$ cat config.mk
export PLATFORM = sky130hd
export DESIGN_NAME = atrp_sqrt_cell
export DESIGN_NICKNAME = d
export VERILOG_FILES = /design/src/design/atrp_pkg.sv /design/src/design/atrp_sqrt_cell.sv
export SDC_FILE = /design/constraint.sdc
export NUM_CORES = 1
export LEC_CHECK = 0
export ABC_CLOCK_PERIOD_IN_PS = 7600
export BUFFER_PORTS_ARGS = -buffer_cell sky130_fd_sc_hd__buf_2
export CAP_MARGIN = 40
export CORE_MARGIN = 2
export CORE_UTILIZATION = 40
export DETAILED_ROUTE_END_ITERATION = 10
export HOLD_SLACK_MARGIN = 0.02
export PLACE_DENSITY = 0.65
export SLEW_MARGIN = 20
export SYNTH_ARGS = -nofsm -noshare
export SYNTH_HDL_FRONTEND = slang
export SYNTH_SLANG_ARGS = --single-unit
$ cat constraint.sdc
create_clock -name clk -period 7.6 [get_ports clk]
set_clock_uncertainty 0.2 [all_clocks]
set_input_delay 1.52 -clock clk [delete_from_list [all_inputs] [get_ports clk]]
set_output_delay 1.52 -clock clk [all_outputs]
set_load 0.02 [all_outputs]
$ cat src/design/atrp_pkg.sv
`default_nettype none
package atrp_pkg;

	localparam int GUARD_BITS = 8;
	localparam int ACC_FRAC   = 24;
	localparam int TABLE_LEN  = 24;
	localparam int ACC_W      = 34;

	localparam logic signed [ACC_W-1:0] HALF_TURN = 34'sd3019898880;

	typedef logic signed [ACC_W-1:0] acc_t;

	function automatic acc_t atan_entry(input int i);
		acc_t v;
		unique case (i)
			0: v = 34'sd754974720;
			1: v = 34'sd445687602;
			2: v = 34'sd235489088;
			3: v = 34'sd119537938;
			4: v = 34'sd60000934;
			5: v = 34'sd30029717;
			6: v = 34'sd15018523;
			7: v = 34'sd7509720;
			8: v = 34'sd3754917;
			9: v = 34'sd1877466;
			10: v = 34'sd938734;
			11: v = 34'sd469367;
			12: v = 34'sd234684;
			13: v = 34'sd117342;
			14: v = 34'sd58671;
			15: v = 34'sd29335;
			16: v = 34'sd14668;
			17: v = 34'sd7334;
			18: v = 34'sd3667;
			19: v = 34'sd1833;
			20: v = 34'sd917;
			21: v = 34'sd458;
			22: v = 34'sd229;
			23: v = 34'sd115;
			default: v = '0;
		endcase
		return v;
	endfunction

endpackage
`default_nettype wire

$ cat src/design/atrp_sqrt_cell.sv
`default_nettype none
// One restoring step of a digit-by-digit square root, two radicand bits per cell.
module atrp_sqrt_cell import atrp_pkg::*; #(
	parameter int RAD_W = 48,
	parameter int ROOT_W = 24
) (
	input  wire logic              clk,
	input  wire logic              en,
	input  wire logic [RAD_W-1:0]  rad_in,
	input  wire logic [ROOT_W+1:0] rem_in,
	input  wire logic [ROOT_W-1:0] root_in,
	output logic      [RAD_W-1:0]  rad_out,
	output logic      [ROOT_W+1:0] rem_out,
	output logic      [ROOT_W-1:0] root_out
);
	logic [ROOT_W+1:0] rem_sh;
	logic [ROOT_W+1:0] trial;
	logic              fits;

	always_comb begin
		rem_sh = {rem_in[ROOT_W-1:0], rad_in[RAD_W-1 -: 2]};
		trial  = {root_in, 2'b01};
		fits   = rem_sh >= trial;
	end

	always_ff @(posedge clk) begin
		if (en) begin
			rad_out  <= {rad_in[RAD_W-3:0], 2'b00};
			rem_out  <= fits ? (rem_sh - trial) : rem_sh;
			root_out <= {root_in[ROOT_W-2:0], fits};
		end
	end
endmodule
`default_nettype wire

# Yosys cells after proc, flatten, opt, wreduce, memory -nomap -nowiden
# Cells that the tools add are included.
# op_classes
addsub,1
n_mul,0
div,0
magnitude_cmp,1
eq_ne,0
n_shift,0
n_mux,1
bitwise,0
reduce_logical,0
# ops
op,n
26-bit >= comparator,1
26-bit two-way mux,1
26-bit subtractor,1
# totals
reg_bits,96
latchBits,0
mem_bits_rw,0
romBits,0
inputBits,100
output_inout_bits,98
word_cells,6
mem_count,0

# Longest topological paths before layout
# logic_depth
word_depth,2
ltp_mapped,12

# Least setup slack after synthesis
# OpenSTA, ideal clock, no wires.
# synth_timing
path_kind,input port to flip-flop
start,in root_in[10]
end,reg rem_out[24] (data pin)
setup_time_ns,0.260
arrival_time_ns,3.758
path_slack_ns,3.382
cell_stages,11
path_buffers,2
path_cell_list,inv_1 -> ha_1 -> buf_2 -> nand4_1 -> nor4_2 -> o311ai_1 -> a31oi_1 -> o2111ai_1 -> a31oi_4 -> buf_6 -> mux2_2
# synth_via
elab_chain_len,2
# synth_lines
item,line_no,source
"start, declared",atrp_sqrt_cell.sv:11,"input wire logic [ROOT_W-1:0] root_in,"
26-bit subtractor / 26-bit >= comparator (equally long branches),"atrp_sqrt_cell.sv:29, atrp_sqrt_cell.sv:23",
26-bit two-way mux (*),atrp_sqrt_cell.sv:29,rem_out <= fits ? (rem_sh - trial) : rem_sh;
"end signal, assigned",atrp_sqrt_cell.sv:29,
"end, declared",atrp_sqrt_cell.sv:13,"output logic [ROOT_W+1:0] rem_out,"
# Every way passes the cells marked *; elsewhere a longest branch is shown, timed or not.
# A chain may end at the register's enable or synchronous reset.

# Final worst setup path
# layout_timing
start,in root_in[11]
end,reg rem_out[19] (data pin)
# The elaborated chain is that of the path after synthesis.

==> out/qor.txt <==
status -> complete, no violations
RSZ-0062 raised after global routing -> no
CP max-delay cell -> a31oi_4
Total GRT Usage -> 16.4%
Final Hold Fails -> 0
fin crit period -> 4.93 ns
IO Pins -> 198
gp weighted congestion -> 0.786
hpwl dp -> 8010 um
chip height -> 112 um
row count -> 39
core box area -> 11400 um^2
Hold-fix buffers, CTS -> 0
clock sinks -> 96
total power -> 1.43 mW
power per cell area -> 235 nW/um^2
DRC viols -> 0
Synth area leaders -> edfxtp_1, ha_1, a21oi_1
commonest register cell after synthesis -> edfxtp_1
worst hold path class -> input pin to flop
most common library cells after synthesis -> edfxtp_1, inv_1, a21oi_1, nor2_1, ha_1
Final period util -> 64.9%
Post-CTS Setup Bufs -> 0
Die Width -> 112 um
Via-to-Cell Ratio -> 4.93
Initial Util -> 40.9%
max-cap violation count -> 0
Final Max Tran Viols -> 0
CTS tree -> built
hold_sp -> rad_in[17]
maximum vdd drop -> 0.000177 V
Synth top area share -> 61.8%
CP cell instances -> buf_2 -> inv_1 -> ha_1 -> nand4_1 -> nor4_2 -> o311ai_1 -> a31oi_1 -> o2111ai_1 -> a31oi_4 -> buf_4 -> mux2_2
top-count cell post-synth -> edfxtp_1
total CTS buffers -> 9
crit-path max FO -> 24
Clock Path Buffers -> 2
cell area after synthesis -> 4670 um^2
WL final -> 10300 um
largest net degree at the start of global routing -> 57
CP startpoint -> root_in[11]
Layout area overhead -> 29.8%
vias in the first global route -> 3311
fmax -> 203 MHz
Final nets -> 682
Synth Instances -> 362
Clock Tree Root -> clkbuf_16
Finished Layout Cells -> 704
YS warnings -> 0
ANT cells -> 0
share of cells above drive strength 1 -> 41.2%
Routed wire per std cell -> 14.7 um
Post-DRT Antenna Nets -> 0
Fin Setup TNS -> 0 ns
sequential fraction of the synthesis area -> 61.8%
1st-pass router iterations -> 4
Least-Margin Pin Slew -> 0.710 ns
synth unique cells -> 51
final count of negative-setup-slack endpoints -> 0
H-tree depth -> 3
die area -> 12600 um^2
worst rel slew slack -> 52.6%
clock-pin slew on the worst setup and hold paths -> 0.07 ns
Worst Path Required -> 7.50 ns
DR vias -> 3469
PortBufs -> 193
DRT iter0 DRCs -> 144
initial antenna violation count -> 0
ys async rst share -> 0%
dpl cells -> 688
cell taking the most area after synthesis -> edfxtp_1
CTS-repair resized insts -> 0
synthesized area per cell -> 12.9 um^2
first-pass GRT wire length -> 16200 um
startpoint types -> input pin
Arr. time, crit path -> 4.83 ns
crit-path max cell delay -> 0.62 ns
Overflow after GRT -> 0
critical path capture point type -> flop
Leakage -> 2.71 nW
synthesized flop and latch total -> 96
Setup Crit Path Kind -> input pin to flop
number of synthesized flops with an enable pin -> 96
## sequential cells by signal (all words and copies together) (netlist names)
signal,cells
rad_out,46
rem_out,26
root_out,24
## placed cells by master, fill, tap and decap left out, types with 4 or more instances in the layout
master     instances
a21o_1            11
a21oi_1           34
a31oi_1           10
buf_2            192
clkbuf_16          9
edfxtp_1          96
ha_1              26
inv_1             36
mux2_2             7
nand2_1            7
nand3_1            7
nand4_1            5
nor2_1            29
nor2b_1            4
o21ai_0           10
or2_2              4
xnor2_1           15
xor2_1             6
## power breakdown
group | internal, mW | switching [mW] | total, mW
clock | 0.259 | 0.203 | 0.462
combinational | 0.120 | 0.190 | 0.311
sequential | 0.644 | 0.0109 | 0.655
total | 1.02 | 0.404 | 1.43
## critical path, delay by kind of cell
family | cells | cell delay (ns)
compound gates | 4 | 1.36
simple gates | 2 | 0.67
buf+inv | 3 | 0.51
fa+ha+maj | 1 | 0.41
mux | 1 | 0.36
## worst paths after layout
| kind | to | slack (ns) | cells after the start |
|---|---|---|---|
| max | rem_out[19]$_DFFE_PP_ | 2.67 | 11 |
| min | rad_out[19]$_DFFE_PP_ | 1.14 | 1 |
## area by class of cell
type                            count  area (um^2)
Fill cell                        1029         5360
Clock buffer                        9          225
Tap cell                          143          179
Timing Repair Buffer              195          983
Inverter                           36          135
Sequential cell                    96         2880
Clock inverter                      7         80.1
Multi-Input combinational cell    218         1580
## stage by stage
| stage | hold WS (ns) | area, um^2 | setup WS (ns) | util, % |
|---|---|---|---|---|
| 3_3_place_gp | 1.50 | 5760 | 2.26 | 50.4 |
| 2_1_floorplan | 1.42 | 4670 | 3.38 | - |
| 5_1_grt | 1.13 | 6060 | 2.33 | 53.1 |
| 3_5_place_dp | 1.50 | 5760 | 2.25 | 50.4 |
| 4_1_cts | 1.13 | 6060 | 2.60 | 53.1 |
| 6_report | 1.14 | 6060 | 2.67 | 53.1 |
## cell families (layout without fill, tap and decap cells)
family	count (synthesis)	count (layout)	share of synthesized area (%)
AO/OA/AOI/OAI	90	90	13.1
other	1	2	0.0803
adder cells (fa/ha/maj)	26	26	6.97
flip-flops	96	96	61.8
XOR/XNOR	21	21	3.94
multiplexers	8	8	1.90
AND/OR/NAND/NOR	71	71	7.67
buffers and inverters	49	247	4.58
## per-layer routing
metal  vias up  GRT usage [%]  part of all wire [%]
met5         -              0                     0
met4         0           6.10                   1.7
met3        15           5.02                   7.8
met2       133           27.2                    49
met1      1599           20.3                    42
li1       1722              -                     -
Power figures use the tool's default switching activity.
