<file path="src/design/atrp_pkg.sv">
`default_nettype none
package atrp_pkg;

	localparam int GUARD_BITS = 8;
	localparam int ACC_FRAC   = 24;
	localparam int TABLE_LEN  = 24;
	localparam int ACC_W      = 34;

	localparam logic signed [ACC_W-1:0] HALF_TURN = 34'sd3019898880;

	typedef logic signed [ACC_W-1:0] acc_t;

	function automatic acc_t atan_entry(input int i);
		acc_t v;
		unique case (i)
			0: v = 34'sd754974720;
			1: v = 34'sd445687602;
			2: v = 34'sd235489088;
			3: v = 34'sd119537938;
			4: v = 34'sd60000934;
			5: v = 34'sd30029717;
			6: v = 34'sd15018523;
			7: v = 34'sd7509720;
			8: v = 34'sd3754917;
			9: v = 34'sd1877466;
			10: v = 34'sd938734;
			11: v = 34'sd469367;
			12: v = 34'sd234684;
			13: v = 34'sd117342;
			14: v = 34'sd58671;
			15: v = 34'sd29335;
			16: v = 34'sd14668;
			17: v = 34'sd7334;
			18: v = 34'sd3667;
			19: v = 34'sd1833;
			20: v = 34'sd917;
			21: v = 34'sd458;
			22: v = 34'sd229;
			23: v = 34'sd115;
			default: v = '0;
		endcase
		return v;
	endfunction

endpackage
`default_nettype wire

</file>
<file path="src/design/atrp_cordic_cell.sv">
`default_nettype none
// One vectoring CORDIC micro-rotation.
module atrp_cordic_cell import atrp_pkg::*; #(
	parameter int DW = 36,
	parameter int STAGE = 0
) (
	input  wire logic          clk,
	input  wire logic          en,
	input  wire logic signed [DW-1:0] a_in,
	input  wire logic signed [DW-1:0] b_in,
	input  wire acc_t          acc_in,
	output logic signed [DW-1:0] a_out,
	output logic signed [DW-1:0] b_out,
	output acc_t               acc_out
);
	logic signed [DW-1:0] as, bs;
	acc_t                 step;

	always_comb begin
		as   = a_in >>> STAGE;
		bs   = b_in >>> STAGE;
		step = atan_entry(STAGE);
	end

	always_ff @(posedge clk) begin
		if (en) begin
			if (!a_in[DW-1]) begin
				b_out   <= b_in + as;
				a_out   <= a_in - bs;
				acc_out <= acc_in + step;
			end else begin
				b_out   <= b_in - as;
				a_out   <= a_in + bs;
				acc_out <= acc_in - step;
			end
		end
	end
endmodule
`default_nettype wire

</file>
<file path="config.mk">
export PLATFORM = sky130hd
export DESIGN_NAME = atrp_cordic_cell
export DESIGN_NICKNAME = d
export VERILOG_FILES = /design/src/design/atrp_pkg.sv /design/src/design/atrp_cordic_cell.sv
export SDC_FILE = /design/constraint.sdc
export NUM_CORES = 1
export LEC_CHECK = 0
export BUFFER_PORTS_ARGS = -buffer_cell sky130_fd_sc_hd__buf_2
export CAP_MARGIN = 20
export CORE_MARGIN = 4
export CORE_UTILIZATION = 56
export CTS_CLUSTER_DIAMETER = 50
export DETAILED_ROUTE_END_ITERATION = 8
export PLACE_DENSITY = 0.86
export REMOVE_ABC_BUFFERS = 1
export SETUP_SLACK_MARGIN = 0.1
export SLEW_MARGIN = 10
export SYNTH_ARGS = -nofsm -noshare
export SYNTH_HDL_FRONTEND = slang
export SYNTH_SLANG_ARGS = --single-unit
</file>
<file path="constraint.sdc">
create_clock -name clk -period 3.9 [get_ports clk]
set_clock_uncertainty 0.15 [all_clocks]
set_input_delay 0.39 -clock clk [delete_from_list [all_inputs] [get_ports clk]]
set_output_delay 0.39 -clock clk [all_outputs]
set_load 0.01 [all_outputs]
</file>
# ---- Word level (Yosys, flattened, before mapping)
# Index checks and enable logic that the tools add are counted.
dict set report totals {
  ff_bits 106
  latchBits 0
  ram_bits 0
  mem_bits_ro 0
  input_bits 108
  output_inout_bits 106
  elab_cells 11
  mem_count 0
}
dict set report classes {
  add_sub_neg 5
  mul 0
  n_div 0
  n_lt_le_gt_ge 0
  n_eq_ne 0
  n_shift 0
  n_mux 3
  bitwise_logic 0
  n_reduce_logical 0
}
# cell count
set op_table {}
lappend op_table {{36-bit 2-to-1 mux} 2}
lappend op_table {{36-bit subtractor} 2}
lappend op_table {{36-bit adder} 1}
lappend op_table {{34-bit by 31-bit adder with 34-bit output, second input constant} 1}
lappend op_table {{34-bit 2-to-1 mux} 1}
lappend op_table {{34-bit by 31-bit subtractor with 34-bit output, second input constant} 1}

# ---- Logic depth before layout (Yosys ltp)
dict set report logic_depth {
  depth_word 2
  depth_mapped 13
  ltp_nobuf 13
}

# ---- Worst setup path after synthesis
# No wires, ideal clock.
dict set report synth_timing {
  kind {input to register}
  start {input port a_in[10]}
  end {register a_out[34] (data pin)}
  setup_ns 0.157
  t_arrival_ns 2.994
  t_required_ns 3.593
  slack_ns 0.599
  cell_stages 13
  path_buffers 1
  path_cell_list {inv_1 ha_1 buf_4 inv_2 nor3_1 nand3b_1 o41ai_1 nor2_1 o31ai_1 a311oi_1 o21ai_0 mux2_2 nor3_1}
}
dict set report synth_via {
  elab_chain_cells 2
  elab_cells_between_ends 3
  classes_between {2 x add/sub; 1 x mux}
}
# element line_no
set synth_rtl {}
lappend synth_rtl {{start: declaration} atrp_cordic_cell.sv:9} ;# input wire logic signed [DW-1:0] a_in,
lappend synth_rtl {{36-bit subtractor / 36-bit adder (equally long branches)} {atrp_cordic_cell.sv:29, atrp_cordic_cell.sv:33}}
lappend synth_rtl {{36-bit 2-to-1 mux *} atrp_cordic_cell.sv:27} ;# if (!a_in[DW-1]) begin
lappend synth_rtl {{end signal: assignment} atrp_cordic_cell.sv:29} ;# a_out <= a_in - bs;
lappend synth_rtl {{end signal: assignment} atrp_cordic_cell.sv:33} ;# a_out <= a_in + bs;
lappend synth_rtl {{end: declaration} atrp_cordic_cell.sv:12} ;# output logic signed [DW-1:0] a_out,
# Mark *: on every way between the ends. The rest lies on a longest branch, timed or not.
# A chain may end at the register's enable or synchronous reset.

# ---- Worst setup path after layout
dict set report layout_timing {
  start {input port a_in[11]}
  end {register a_out[34] (data pin)}
}
# The elaborated chain is that of the path after synthesis.

==> metrics.yaml <==
die_h_um: 137.7
clkTransAtPathRegs_ps: 80
syn_inst: 1061
fin_tns_setup_ps: 0
synthArstFlopShare: 0
hold_path_startpoint: "acc_in[17]"
min_to: "acc_out[17]$_DFFE_PP_"
synth_edf_count: 105
max_freq_ghz: 0.2837
rows: 47
grt_pass1_wl_um: 43500
first_iter_violations: 1070
ys_warn_count: 0
viasPerCell: 6.023
peakVddDrop_mv: 0.2323
slowest_stage: "o41ai_1"
finalHoldViolCount: 0
drt-total-wl_um: 28750
area_growth_pct: 18.30
rsz0062_at_grt: "false"
comb_power_share: 0.378
place_hpwl_um: 23040
io_pins: 214
cts.path.max_buffers: 2
start_kind: "input port"
p_seq_frac: 0.385
cts_hold_buffers: 0
synth_area_sq_um: 9420
core-area_sq_um: 16520
synth_top_area_share: 0.3347
yosys_register_bits: 105
cts.htree.levels: 3
status: "finished, final reports clean"
relSlewSlack: 0.2854
ctsResizeCount: 0
synth.top_cells.by_count: "a21oi_1, ha_1, inv_1"
ant_nets: 0
grt_antenna_before_repair: 0
fin_crit_sh: 0.9039
dr.pass1.iters: 6
crit_top_cell: "nor3_1"
cts_made_buffers: 9
synthTopCellsByArea: "edfxtp_1, ha_1, a21oi_1, xnor2_1, inv_1"
place_area_sq_um: 10840
instances_no_fill: 1501
vias: 9041
drive_above_1_share: 0.2162
hp-class: "input port to flip-flop"
critPathMaxFanout: 8
cp_data_arrival_time_ps: 3570
synthFlopType: "edfxtp_1"
avgSynthCellArea_sq_um: 8.879
dp_cells: 1485
cp_slowest_stage_delay_ps: 470
die_x_um: 137.7
cts_setup_buffers: 0
initial_utilization: 0.5701
p_int_mw: 2.503
first_global_vias: 8214
grt_remaining_overflow: 0
cts_root_buf: "clkbuf_16"
final_nets: 1501
power.share.switching: 0.3626
slew_violations: 0
pre_cts_ws_ps: 121.5
leakagePower_nw: 5.142
crit_start: "a_in[11]"
fp.dieArea_sq_um: 18960
io_buffers: 213
gp_congestion: 1.019
crit_path_end_kind: "flip-flop"
grt_max_degree: 82
wl_per_cell_um: 19.15
worst_pin_slew_ps: 1072
fill_cells: 1397
p_clk_frac: 0.237
required_ps: 3940
fin_crit_ps: 3525
drc_errors: 0
stdcell_area_sq_um: 11140
path_class: "input port to flip-flop"
ys_types: 67
grt.total_usage: 0.2946
cp_num_buf_inv: 3
p_sw_mw: 1.424
finalSetupViolCount: 0
clkSinkCount: 105
whs_path_depth: 1
crit_family: "compound AO/OA/AOI/OAI gates"
synth_top_area_cell: "edfxtp_1"
diodes: 0
maxCapViolCount: 0
power_density_nw_per_um2: 352.4
yosysMostFrequentCell: "a21oi_1"
cts_tree: "done"
crit_chain: "buf_2 -> inv_1 -> ha_1 -> buf_4 -> nand2_1 -> nor3_1 -> nand3b_1 -> o41ai_1 -> nor2_1 -> o31ai_1 -> a311oi_1 -> o21ai_0 -> mux2_2 -> nor3_1"
ys_seq_area_frac: 0.3347
setup_ws_ps: 374.8
## metrics by stage
step	utilization	hold WS [ps]	total power, mW
6_report	0.6744	53.44	3.927
5_1_grt	0.6744	40.61	4.124
4_1_cts	0.6744	48.81	3.910
3_5_place_dp	0.6562	418.1	2.989
3_3_place_gp	0.6562	416.4	2.969
2_1_floorplan	-	338.9	2.401
## cell type report
type	count	area, sq um	share of cell area
clock buffers	9	225.2	0.02021
clock inverters	7	76.32	0.006849
inverters	114	427.9	0.03840
multi-input cells	797	5645	0.5066
flip-flops and latches	105	3153	0.2829
well taps	220	275.3	0.02470
repair buffers	249	1341	0.1204
## layer usage
| metal | vias up | wire [um] | share of wire | global-route usage |
|---|---|---|---|---|
| met2 | 560 | 12760 | 0.44 | 0.4574 |
| li1 | 4234 | - | - | - |
| met3 | 70 | 3191 | 0.11 | 0.05515 |
| met4 | 0 | 828 | 0.029 | 0.1026 |
| met1 | 4177 | 11970 | 0.42 | 0.4128 |
| met5 | - | 0 | 0 | 0 |
## worst max-delay path by stage
stage / to / cells after the start / slack [ps]
finish: a_out[34]$_DFFE_PP_ / 14 / 370
global route: a_out[34]$_DFFE_PP_ / 14 / 160
CTS: a_out[34]$_DFFE_PP_ / 12 / 470
detailed placement: a_out[34]$_DFFE_PP_ / 12 / 120
global placement: b_out[35]$_DFFE_PP_ / 13 / 160
floorplan: a_out[34]$_DFFE_PP_ / 12 / 490
## kinds of logic (layout without fill, tap and decap cells)
logic type / Yosys count / count (layout) / synth area share
adders and majority gates: 117 / 117 / 0.1586
xor gates and xnor gates: 75 / 75 / 0.06973
buffers and inverters: 159 / 379 / 0.06601
DFF: 105 / 105 / 0.3347
muxes: 20 / 20 / 0.02152
and+or+nand+nor: 243 / 243 / 0.1195
AOI/OAI and AO/OA: 342 / 342 / 0.2299
## cells in the final DEF, fill, tap and decap left out, drive strengths merged, types with 8 or more instances in the layout
master | netlist | routed
nor4 | 11 | 11
o31ai | 15 | 15
nand2 | 53 | 53
o21bai | 26 | 26
nor2b | 12 | 12
ha | 113 | 113
a211oi | 8 | 8
a21oi | 127 | 127
xnor2 | 70 | 70
nand3 | 18 | 18
nor3 | 24 | 24
a21o | 32 | 32
edfxtp | 105 | 105
nor2 | 89 | 89
inv | 109 | 111
clkinv | 5 | 9
clkbuf | 25 | 9
buf | 20 | 249
mux2i | 18 | 18
o21ai | 64 | 64
## power by group through the flow
stage / logic, mW / registers, mW / clock network [mW]
4_1_cts: 1.46 / 1.51 / 0.936
5_1_grt: 1.61 / 1.52 / 0.992
3_3_place_gp: 1.44 / 1.53 / 0
2_1_floorplan: 0.776 / 1.62 / 0
6_report: 1.48 / 1.51 / 0.930
3_5_place_dp: 1.45 / 1.54 / 0
## sequential cells by signal, indices dropped and copies added (netlist names)
signal and flops:
b_out 35, acc_out 34, a_out 36
Note: power is estimated with default switching activity, not from simulation.
